File: src/rtl/jhmp_pkg.sv
// ----------------------------------------------------------------------------
// jhmp_pkg
// Shared constants and types for the JPEG header marker parser.
// ----------------------------------------------------------------------------
package jhmp_pkg;

  localparam logic [7:0] BYTE_FF   = 8'hFF;
  localparam logic [7:0] CODE_SOI  = 8'hD8;
  localparam logic [7:0] CODE_SOF0 = 8'hC0;
  localparam logic [7:0] CODE_SOS  = 8'hDA;

  typedef enum logic [1:0] {
    ST_OK        = 2'd0,
    ST_BAD_START = 2'd1,
    ST_BAD_MARK  = 2'd2,
    ST_EARLY_END = 2'd3
  } status_t;

  typedef enum logic [7:0] {
    PH_START0 = 8'b0000_0001,
    PH_START1 = 8'b0000_0010,
    PH_LEAD   = 8'b0000_0100,
    PH_CODE   = 8'b0000_1000,
    PH_LEN_HI = 8'b0001_0000,
    PH_LEN_LO = 8'b0010_0000,
    PH_BODY   = 8'b0100_0000,
    PH_DONE   = 8'b1000_0000
  } phase_t;

  typedef struct packed {
    status_t     status;
    logic [15:0] image_height;
    logic [15:0] image_width;
    logic [7:0]  component_count;
    logic        sof_seen;
  } result_t;

endpackage

File: src/rtl/jpeg_header_marker_parser.sv
// ----------------------------------------------------------------------------
// jpeg_header_marker_parser
// Walks the header of a JPEG file byte by byte and reports the SOF0 geometry.
// ----------------------------------------------------------------------------
// One byte is taken per cycle. The parse state is updated by a single pass of
// logic in the cycle the byte is accepted, and any result lands in an output
// register backed by one skid entry, so bytes keep flowing while a result
// waits; input stalls only when both output entries are full. A result is
// registered into the output register, or into the skid entry when the output
// register is held. At most one result per file: on SOS, a bad start marker, a
// bad marker lead, or when last_byte arrives first. Bytes after a result are
// dropped until last_byte, which resets the parser for the next file.
module jpeg_header_marker_parser (
  input  logic                  clk,
  input  logic                  rst,
  input  logic                  in_valid,
  output logic                  in_stall,
  input  logic [7:0]            data_byte,
  input  logic                  last_byte,
  output logic                  out_valid,
  input  logic                  out_stall,
  output jhmp_pkg::status_t     status,
  output logic [15:0]           image_height,
  output logic [15:0]           image_width,
  output logic [7:0]            component_count,
  output logic                  sof_seen
);
  import jhmp_pkg::*;

  phase_t      phase, phase_next;
  logic [7:0]  current_marker, current_marker_next;
  logic [15:0] segment_length, segment_length_next;
  logic [15:0] segment_offset, segment_offset_next;
  logic [15:0] height_reg, height_reg_next;
  logic [15:0] width_reg, width_reg_next;
  logic [7:0]  components_reg, components_reg_next;
  logic        sof_flag, sof_flag_next;

  logic        hit;
  status_t     hit_status;
  logic        in_accept;
  logic        res_valid;
  result_t     res;
  logic [15:0] off_inc;
  logic [15:0] full_length;

  result_t     out_reg;
  result_t     skid_reg;
  logic        skid_valid;
  logic        out_take;

  assign in_stall  = skid_valid;
  assign in_accept = in_valid && !in_stall;
  assign off_inc   = segment_offset + 16'd1;
  assign full_length = {segment_length[15:8], data_byte};

  always_comb begin
    phase_next          = phase;
    current_marker_next = current_marker;
    segment_length_next = segment_length;
    segment_offset_next = segment_offset;
    height_reg_next     = height_reg;
    width_reg_next      = width_reg;
    components_reg_next = components_reg;
    sof_flag_next       = sof_flag;
    hit                 = 1'b0;
    hit_status          = ST_OK;
    case (phase)
      PH_START0: begin
        if (data_byte != BYTE_FF) begin
          hit = 1'b1;
          hit_status = ST_BAD_START;
        end else begin
          phase_next = PH_START1;
        end
      end
      PH_START1: begin
        if (data_byte != CODE_SOI) begin
          hit = 1'b1;
          hit_status = ST_BAD_START;
        end else begin
          phase_next = PH_LEAD;
        end
      end
      PH_LEAD: begin
        if (data_byte != BYTE_FF) begin
          hit = 1'b1;
          hit_status = ST_BAD_MARK;
        end else begin
          phase_next = PH_CODE;
        end
      end
      PH_CODE: begin
        if (data_byte != BYTE_FF) begin
          current_marker_next = data_byte;
          if (data_byte == CODE_SOS) begin
            hit = 1'b1;
            hit_status = ST_OK;
          end else begin
            phase_next = PH_LEN_HI;
          end
        end
      end
      PH_LEN_HI: begin
        segment_length_next = {data_byte, 8'h00};
        phase_next = PH_LEN_LO;
      end
      PH_LEN_LO: begin
        segment_length_next = full_length;
        segment_offset_next = '0;
        phase_next = (full_length <= 16'd2) ? PH_LEAD : PH_BODY;
      end
      PH_BODY: begin
        if (current_marker == CODE_SOF0) begin
          case (segment_offset)
            16'd1: height_reg_next = {data_byte, 8'h00};
            16'd2: height_reg_next = {height_reg[15:8], data_byte};
            16'd3: width_reg_next = {data_byte, 8'h00};
            16'd4: width_reg_next = {width_reg[15:8], data_byte};
            16'd5: begin
              components_reg_next = data_byte;
              sof_flag_next = 1'b1;
            end
            default: ;
          endcase
        end
        segment_offset_next = off_inc;
        if (off_inc >= segment_length - 16'd2) phase_next = PH_LEAD;
      end
      default: phase_next = PH_DONE;
    endcase
    if (hit) phase_next = PH_DONE;

    res_valid = in_accept && (hit || (last_byte && phase != PH_DONE));
    res.status          = hit ? hit_status : ST_EARLY_END;
    res.image_height    = sof_flag_next ? height_reg_next : 16'd0;
    res.image_width     = sof_flag_next ? width_reg_next : 16'd0;
    res.component_count = sof_flag_next ? components_reg_next : 8'd0;
    res.sof_seen        = sof_flag_next;
  end

  // parse state
  always_ff @(posedge clk) begin
    if (rst) begin
      phase          <= PH_START0;
      current_marker <= '0;
      segment_length <= '0;
      segment_offset <= '0;
      height_reg     <= '0;
      width_reg      <= '0;
      components_reg <= '0;
      sof_flag       <= 1'b0;
    end else if (in_accept) begin
      if (last_byte) begin
        phase          <= PH_START0;
        current_marker <= '0;
        segment_length <= '0;
        segment_offset <= '0;
        height_reg     <= '0;
        width_reg      <= '0;
        components_reg <= '0;
        sof_flag       <= 1'b0;
      end else begin
        phase          <= phase_next;
        current_marker <= current_marker_next;
        segment_length <= segment_length_next;
        segment_offset <= segment_offset_next;
        height_reg     <= height_reg_next;
        width_reg      <= width_reg_next;
        components_reg <= components_reg_next;
        sof_flag       <= sof_flag_next;
      end
    end
  end

  // output register with skid entry
  assign out_take = out_valid && !out_stall;

  always_ff @(posedge clk) begin
    if (rst) begin
      out_valid  <= 1'b0;
      skid_valid <= 1'b0;
    end else if (skid_valid) begin
      if (out_take) begin
        out_valid  <= 1'b1;
        skid_valid <= 1'b0;
      end
    end else if (out_valid && !out_take) begin
      if (res_valid) skid_valid <= 1'b1;
    end else begin
      out_valid <= res_valid;
    end
  end

  always_ff @(posedge clk) begin
    if (skid_valid) begin
      if (out_take) out_reg <= skid_reg;
    end else if (out_valid && !out_take) begin
      if (res_valid) skid_reg <= res;
    end else if (res_valid) begin
      out_reg <= res;
    end
  end

  assign status          = out_reg.status;
  assign image_height    = out_reg.image_height;
  assign image_width     = out_reg.image_width;
  assign component_count = out_reg.component_count;
  assign sof_seen        = out_reg.sof_seen;

  a_skid_implies_out: assert property (@(posedge clk) disable iff (rst)
    skid_valid |-> out_valid)
    else $error("skid entry held without a result in the output register");

  a_last_restarts: assert property (@(posedge clk) disable iff (rst)
    in_accept && last_byte |=> phase == PH_START0 && !sof_flag)
    else $error("parser did not restart after the final byte");

  a_no_sof_zero: assert property (@(posedge clk) disable iff (rst)
    out_valid && !sof_seen |-> image_height == 16'd0 && image_width == 16'd0
      && component_count == 8'd0)
    else $error("geometry reported without an SOF0 segment");

  a_one_result_per_file: assert property (@(posedge clk) disable iff (rst)
    in_accept && !last_byte && phase == PH_DONE |-> !res_valid)
    else $error("second result within one file");

endmodule
File: config.mk
export PLATFORM = sky130hd
export DESIGN_NAME = jpeg_header_marker_parser
export DESIGN_NICKNAME = d
export VERILOG_FILES = /design/src/rtl/jhmp_pkg.sv /design/src/rtl/jpeg_header_marker_parser.sv
export SDC_FILE = /design/constraint.sdc
export NUM_CORES = 1
export LEC_CHECK = 0
export BUFFER_PORTS_ARGS = -buffer_cell sky130_fd_sc_hd__buf_2
export CORE_MARGIN = 2
export CORE_UTILIZATION = 40
export DETAILED_ROUTE_END_ITERATION = 8
export PLACE_DENSITY = 0.57
export SYNTH_ARGS = -nofsm -noshare
export SYNTH_HDL_FRONTEND = slang
export SYNTH_SLANG_ARGS = --single-unit
File: constraint.sdc
create_clock -name clk -period 5.3 [get_ports clk]
set_input_delay 0.265 -clock clk [delete_from_list [all_inputs] [get_ports clk]]
set_output_delay 0.265 -clock clk [all_outputs]
set_load 0.01 [all_outputs]
==> flow_summary.ini, run 1 <==
[setup_path]
critPathLaunch = segment_offset[0]
crit_end = phase[4]
crit_fanout = 8
r2r_slack_ns = 1.48
crit_slowest_cell = a2111oi_0
reg2regPathDepth = 12
crit_chain = ha_1, and3_1, and4_1, nand3_1, xnor2_1, ha_1, nand4_1, nor3_1, a41oi_1, a2111oi_0, nor3_1, o2bb2ai_1
reg2reg_to = phase[4]
crit_required_ns = 5.63
critical_path_class = flip-flop to flip-flop
r2r-start = segment_offset[0]
cp.arrival_ns = 4.15
critPathMaxStageDelay_ns = 0.75
end_kind = flip-flop
critPathLaunchType = flip-flop

[sta]
finalCritPeriodShare_pct = 72.12
setup_ws_ns = 1.478
finalMaxSlewViolations = 0
rsz0062_at_grt = no
hold_viol_final = 0
min_period_ns = 3.822
finalSetupTns_ns = 0
fmax_ghz = 0.2616
skew_ns = 0.01067
fin_hold_ws_ns = 0.1658
worstMarginPinSlew_ns = 1.132
max_slew_margin_pct = 24.02
setup_viol = 0

[power_and_ir_drop]
power_density_mw_per_mm2 = 308.8
ir_worst_vdd_mv = 0.1742
clkPwrFrac_pct = 42.4
p_comb_share_pct = 8.1
swShare_pct = 25.08
leakage_uw = 0.003588
internal_power_uw = 2272
power_uw = 3033
power_switching_uw = 760.6
p_seq_share_pct = 49.5

[die]
start_util_pct = 40.49
die_area_mm2 = 0.02308
ioPinCount = 58
rows = 54
die_h_um = 151.9
fp.dieW_um = 151.9
placeableCoreArea_mm2 = 0.02162

[global_route]
grt_usage_pct = 18.88
grt_antenna_before_repair = 0
grt_pass1_wl_um = 35210
grt_max_degree = 81
grt_pass1_vias = 6352
grt_overflow = 0

[layout]
layout_common_cells = nand2_1, dfxtp_1, edfxtp_1
multi_input_area_mm2 = 0.004086
nFillCells = 2062
area_growth_syn_to_layout_pct = 12.22
mostFrequentLayoutCell = nand2_1
instances_no_fill = 1197
fin_nets = 938
largest_reg_flops = 43
layout-drive-gt1-share_pct = 16.68
seqCellArea_mm2 = 0.004405
diodes = 0

[route]
viasPerCell = 5.527
first_iter_violations = 450
wl_per_cell_um = 17.93
dr.pass1.iters = 5
via_count = 6616
ant_nets = 0
drc_errors = 0
postRouteWirelength_um = 21460

[placed_design]
port_buffers = 57
dp_hpwl_um = 14500
dp.cells = 1165
pre_cts_ws_ns = 1.537
place_congestion = 0.8685

[status]
status = complete, no violations

[logic_synthesis]
synth_enable_flop_cells = 86
synth.distinct_cells = 72
syn_inst = 877
async_reset_ff_share_pct = 0
yosys_warnings = 0
yosysSeqAreaShare_pct = 50.31
syn_avg_cell_area_um2 = 9.981
synth_ff_type = dfxtp_1
ys_ff_latch = 177
postSynthNetCount = 911
syn_area_mm2 = 0.008753

[clock_tree]
numCtsBuffers = 17
clk_latency_ns = 0.43
cts_resized = 0
clkSlewWorstSetupHoldPaths_ns = 0.07
post_cts_buffers = 0
h-tree-depth = 4
cts_tree = done
cts_max_path_buffers = 2
hold_buffers = 0
cts_sinks = 177
root_buffer = clkbuf_16

[min_path]
holdCritPathClass = input port to flip-flop

[flow_run]
cap_violations = 0
## layer usage
metal / part of all wire (%) / track usage (%) / vias to the layer above
li1: - / - / 3269
met5: 0 / 0 / -
met1: 46 / 25.38 / 3157
met4: 2.7 / 6.320 / 0
met3: 3.7 / 3.594 / 38
met2: 47 / 30.74 / 152
## cell type report
type                            instances  share of cell area, %
Clock buffer                           17                  4.331
Clock inverter                         15                  1.834
Inverter                               12                 0.4585
Multi-Input combinational cell        633                  41.60
Sequential cell                       177                  44.85
Tap cell                              280                  3.566
Timing Repair Buffer                   63                  3.363
## worst min-delay path by stage
stage / startpoint / end / cells after the start
floorplan: width_reg[0] / width_reg[0] / 1
global placement: width_reg[0] / width_reg[0] / 1
detailed placement: width_reg[0] / width_reg[0] / 1
CTS: out_stall / out_valid / 3
global route: out_stall / out_valid / 3
finish: out_stall / out_valid / 3
## cell usage after synthesis, types with 5 or more instances
cell,count,area (um2)
nor4_1,10,62.56
and4_1,5,43.79
and2_1,6,37.54
xnor2_1,18,157.7
o21ai_1,7,35.03
mux2_2,21,236.5
a21oi_2,5,43.79
buf_1,5,18.77
edfxtp_1,86,2582
or4_1,5,37.54
nor4_4,6,127.6
o32ai_1,9,78.83
ha_1,21,262.8
dfxtp_1,91,1822
nand3_1,28,140.1
mux2i_1,9,90.09
o2bb2ai_1,11,96.34
inv_1,10,37.54
clkbuf_1,41,153.9
a21oi_1,54,270.3
nand4_1,8,50.05
nand2b_1,14,87.58
nor3_1,18,90.09
a22oi_1,25,187.7
nand3b_1,6,45.04
and3_1,13,81.33
or3_1,5,31.28
xor2_1,9,78.83
nor2b_1,15,93.84
nor2_1,81,304.0
a22o_1,16,140.1
o21ai_0,48,240.2
nand2_1,109,409.1
## logic make-up after synthesis
group                      count (synthesis)  synth area share [%]
AOI/OAI and AO/OA                        202                 15.14
xor gates and xnor gates                  27                 2.702
adders and majority gates                 21                 3.002
buffers and inverters                     67                 3.273
DFF                                      177                 50.31
muxes                                     30                 3.731
and+or+nand+nor                          353                 21.84
## worst max-delay path: cells and delay by family (launching register included)
kind	cells	cell delay [ns]
adder cells (fa/ha/maj)	2	0.71
AO/OA/AOI/OAI	3	1.15
XOR/XNOR	1	0.18
flip-flops	1	0.41
AND/OR/NAND/NOR	6	1.27
## metrics by stage
step | util, % | cell area, um2
global route | 45.43 | 9823
finish | 45.43 | 9823
detailed placement | 42.63 | 9218
floorplan | - | 8753
global placement | 42.63 | 9218
CTS | 45.43 | 9823
## power by group through the flow
stage	registers, uW	clock network, uW	logic [uW]
floorplan	1550	0	138
global placement	1530	0	246
detailed placement	1530	0	247
CTS	1500	1310	248
global route	1510	1360	270
finish	1500	1290	246
(Power assumes the default switching activity.)
==> inputs of run 2 (changes only) <==
==> constraint.sdc (replaced) <==
create_clock -name clk -period 3.3 [get_ports clk]
set_input_delay 0.165 -clock clk [delete_from_list [all_inputs] [get_ports clk]]
set_output_delay 0.165 -clock clk [all_outputs]
set_load 0.01 [all_outputs]
==> run 2 against run 1 <==
- critical path depth down 1
- largest power group unchanged
- total power up 65%
- routed wire length up 1.5%
- worst setup slack worse by 1.5 ns
- final cell count up 3.6%
- maximum frequency up 16%
==> flow_summary.ini, run 2 (same netlist as run 1, synthesis figures left out) <==
[layout]
mostFrequentLayoutCell = nand2_1
layout_common_cells = nand2_1, dfxtp_1, edfxtp_1
fin_nets = 981
diodes = 0
instances_no_fill = 1240
layout-drive-gt1-share_pct = 22.60
area_growth_syn_to_layout_pct = 17.70
fin_area_mm2 = 0.01030
largest_reg_flops = 43

[clock_tree]
clk_latency_ns = 0.44
hold_buffers = 0
cts_max_path_buffers = 2
numCtsBuffers = 17
root_buffer = clkbuf_16
clkSlewWorstSetupHoldPaths_ns = 0.07
cts_tree = done
cts_sinks = 177
h-tree-depth = 4

[route]
via_count = 6794
drc_errors = 0
postRouteWirelength_um = 21790
top_layer = met4
wl_met3_um = 815
ant_nets = 0
viasPerCell = 5.479
dr.pass1.iters = 5
drt-met1-wl_um = 10380
met2_length_um = 10320
first_iter_violations = 526
wl_per_cell_um = 17.57

[sta]
finalMaxSlewViolations = 0
worstMarginPinSlew_ns = 1.077
setup_viol = 0
hold_viol_final = 0
rsz0062_at_grt = yes
finalCritPeriodShare_pct = 99.70
max_slew_margin_pct = 27.71
fmax_ghz = 0.3039
finalSetupTns_ns = 0
min_period_ns = 3.290
skew_ns = 0.01206

[placed_design]
dp_hpwl_um = 15120
place_congestion = 0.8823
placed_cell_area_mm2 = 0.009553
dp.cells = 1207
port_buffers = 57

[setup_path]
crit_chain = or4_4, or4_4, nor2_4, xnor2_1, ha_1, nand4_1, nor3_4, a41oi_2, a2111o_1, or4_1, o21ai_0
end_kind = flip-flop
crit_fanout = 3
critical_path_class = flip-flop to flip-flop
critical_path.most_common_cell = or4_4
critPathLaunchType = flip-flop
crit_slowest_cell = or4_4
crit_required_ns = 3.66
cp.arrival_ns = 3.65
critPathMaxStageDelay_ns = 0.53

[min_path]
holdCritPathClass = input port to flip-flop

[flow_run]
cap_violations = 0

[power_and_ir_drop]
power_density_mw_per_mm2 = 484.5
ir_worst_vdd_mv = 0.3029
leakage_uw = 0.003857

[die]
fp.dieW_um = 151.9
placeableCoreArea_mm2 = 0.02162
rows = 54
die_h_um = 151.9
start_util_pct = 40.49
die_area_mm2 = 0.02308
ioPinCount = 58

[global_route]
grt_pass1_vias = 6489
grt_usage_pct = 18.87
grt_overflow = 0
grt_max_degree = 49
grt_antenna_before_repair = 0
grt_pass1_wl_um = 35330

[status]
status = complete, no violations
run 2: changes by cell type in the layout (fill, tap and decap cells not counted), sizes merged:
cell	previous run	this run
clkinv	7	5
buf	63	106
bufinv	2	3
inv	16	17
run 2: layout make-up:
type / count / area [um2]
clock buffer: 17 / 425.4
sequential: 177 / 4405
multi-input combinational: 633 / 4199
timing repair buffer: 106 / 678.2
fill: 2024 / 11320
clock inverter: 15 / 198.9
tap: 280 / 350.3
inverter: 12 / 45.04
run 2: worst max-delay path, delay by kind of cell (launching register included):
family,cells,cell delay [ns]
DFF,1,0.31
xor gates and xnor gates,1,0.07
AOI/OAI and AO/OA,3,0.66
adders and majority gates,1,0.30
and+or+nand+nor,6,1.88
run 2: per-layer routing:
layer / vias to the layer above / GRT usage [%]
met5: - / 0
met4: 0 / 5.518
met3: 23 / 2.995
met2: 141 / 30.82
met1: 3269 / 25.99
li1: 3361 / -
run 2: report_power, final:
group / leakage [uW] / total, uW / switching (uW) / internal, uW
registers: 0.00156 / 2400 / 23.2 / 2380
logic: 0.00199 / 440 / 280 / 160
clock network: 0.000300 / 2150 / 930 / 1220
run 2: path summary, 6_finish.rpt:
path | startpoint | endpoint | slack, ns | cells after the start
worst min register to register | width_reg[1] | width_reg[1] | 0.47 | 1
worst max register to register | segment_length[8] | phase[2] | 0.01 | 11
worst max-delay path | segment_length[8] | phase[2] | 0.01 | 11
worst min-delay path | out_stall | out_valid | 0.07 | 3
run 2: metrics by stage:
step	total power (uW)	utilization [%]	hold WS [ns]	setup WS, ns
final	4992	47.65	0.06556	0.009773
after CTS	5012	47.33	0.05423	-0.01824
after global placement	2877	44.18	0.4493	-0.04642
after floorplan	2710	-	0.3729	0.03418
after global routing	5150	47.65	0.07615	-0.1106
after detailed placement	2883	44.18	0.4549	-0.1666
run 2: repair_timing:
| item | 4_1_cts | 5_1_grt |
|---|---|---|
| buffers inserted | 0 | 1 |
| setup endpoints to repair | 7 | 7 |
| pin swaps | 1 | 2 |
| resized for setup | 12 | 14 |
==> inputs of run 3 (changes only) <==
--- a/config.mk
+++ b/config.mk
@@ -6,10 +6,11 @@
 export NUM_CORES = 1
 export LEC_CHECK = 0
 export BUFFER_PORTS_ARGS = -buffer_cell sky130_fd_sc_hd__buf_2
-export CORE_MARGIN = 2
+export CORE_MARGIN = 4
 export CORE_UTILIZATION = 40
 export DETAILED_ROUTE_END_ITERATION = 8
 export PLACE_DENSITY = 0.57
+export SETUP_SLACK_MARGIN = 0.4
 export SYNTH_ARGS = -nofsm -noshare
 export SYNTH_HDL_FRONTEND = slang
 export SYNTH_SLANG_ARGS = --single-unit
==> run 3 against run 2 <==
- the flow now finishes with violations (negative setup slack)
- combinational power down 1%
- hold slack gained 0.0076 ns
- clock power shrank 4%
- first-iteration DRC count rose by 9.7%
- flip-flop and latch count unchanged
- critical path depth stayed put
- register-to-register slack worse by 0.05 ns
- routed wire length increased by 0.58%
- critical path type unchanged
- highest routed layer unchanged
==> flow_summary.ini, run 3 (same netlist as run 1, synthesis figures left out) <==
[die]
placeableCoreArea_mm2 = 0.02129
die_h_um = 155.9
fp.dieW_um = 155.9
start_util_pct = 41.12
ioPinCount = 58
rows = 53
die_area_mm2 = 0.02431

[sta]
finalCritPeriodShare_pct = 101.2
worstMarginPinSlew_ns = 1.111
setup_viol = 4
fin_hold_ws_ns = 0.07320
skew_ns = 0.007940
hold_viol_final = 0
setup_ws_ns = -0.03951
fmax_ghz = 0.2994
max_slew_margin_pct = 25.45
rsz0062_at_grt = yes
finalMaxSlewViolations = 0
min_period_ns = 3.340

[status]
status = finished with violations
violations = negative setup slack

[layout]
diodes = 0
layout-drive-gt1-share_pct = 23.14
instances_no_fill = 1230
fin_nets = 976
layout_common_cells = nand2_1, edfxtp_1, dfxtp_1
area_growth_syn_to_layout_pct = 17.47
fin_area_mm2 = 0.01028
nFillCells = 1986
mostFrequentLayoutCell = nand2_1
largest_reg_flops = 43

[setup_path]
crit_chain = or4_4, or4_4, nor2_4, xnor2_1, ha_1, nand4_1, nor3_2, a41oi_2, a2111o_1, or4_1, o21ai_1
crit_slowest_cell = or4_4
critPathLaunchType = flip-flop
cp.arrival_ns = 3.70
end_kind = flip-flop
cp.buffers_inverters = 0
critPathMaxStageDelay_ns = 0.52
crit_fanout = 3
critical_path_class = flip-flop to flip-flop
crit_required_ns = 3.66
critPathTopFamily = simple AND/OR/NAND/NOR gates
critical_path.most_common_cell = or4_4

[global_route]
grt_usage_pct = 18.38
grt_pass1_wl_um = 35710
grt_pass1_vias = 6560
use_met3_pct = 3.190
grt_overflow = 0
use_met1_pct = 24.89
grtUsageMet2_pct = 30.01
grt_antenna_before_repair = 0
busiest_layer = met2
grt_max_degree = 50

[clock_tree]
numCtsBuffers = 17
clk_latency_ns = 0.43
root_buffer = clkbuf_16
cts_max_path_buffers = 2
cts_sinks = 177
hold_buffers = 0
h-tree-depth = 4
clkSlewWorstSetupHoldPaths_ns = 0.07
cts_tree = done

[route]
first_iter_violations = 577
postRouteWirelength_um = 21920
wl_per_cell_um = 17.82
drc_errors = 0
ant_nets = 0
via_count = 6796
dr.pass1.iters = 5
viasPerCell = 5.525

[placed_design]
pre_cts_ws_ns = -0.05074
port_buffers = 57
place_congestion = 0.8942
placed_cell_area_mm2 = 0.009535
dp.cells = 1197
dp_hpwl_um = 15240

[power_and_ir_drop]
power_uw = 4914
leakage_uw = 0.003822
ir_worst_vdd_mv = 0.3450
power_density_mw_per_mm2 = 477.9

[flow_run]
cap_violations = 0

[min_path]
holdCritPathClass = input port to flip-flop
-- run 3: per-stage QoR --
step,utilization (%),TNS [ns]
after floorplan,-,0
final,48.30,-0.07489
after detailed placement,44.80,-0.1696
after CTS,47.83,-0.002222
after global routing,48.30,-0.6339
after global placement,44.80,0
-- run 3: cell type report --
| type | count | area (um2) | area share (%) |
|---|---|---|---|
| clock inverters | 15 | 188.9 | 1.837 |
| clock buffers | 17 | 425.4 | 4.137 |
| flip-flops and latches | 177 | 4410 | 42.89 |
| multi-input cells | 633 | 4228 | 41.12 |
| inverters | 12 | 45.04 | 0.4381 |
| well taps | 275 | 344.1 | 3.346 |
| repair buffers | 101 | 640.6 | 6.230 |
-- run 3: layer usage --
metal	vias to the layer above	routed length [um]
met2	178	10320
met5	-	0
met3	36	1008
met4	0	498
met1	3238	10090
li1	3344	-
-- run 3: what timing repair did --
action | in CTS | in global routing
pin swaps | 0 | 8
endpoints found under the setup margin | 11 | 66
gates resized for setup | 7 | 21
endpoints found under the hold margin | 0 | 0
buffers inserted | 0 | 1
-- run 3: path summary, 6_finish.rpt --
path	startpoint	end	slack, ns	cells past startpoint
min reg2reg	width_reg[3]	width_reg[3]	0.47	1
max	segment_length[11]	phase[2]	-0.04	11
max reg2reg	segment_length[11]	phase[2]	-0.04	11
min	out_stall	out_valid	0.07	3
-- run 3: worst min-delay path, cell delays in order --
cell and delay, ns:
buf_2 0.10, o21ai_0 0.07, a21oi_1 0.13
-- run 3: where the power goes --
group | internal, uW | switching, uW | total, uW
registers | 2380 | 27.3 | 2410
logic | 156 | 279 | 435
clock network | 1100 | 975 | 2070
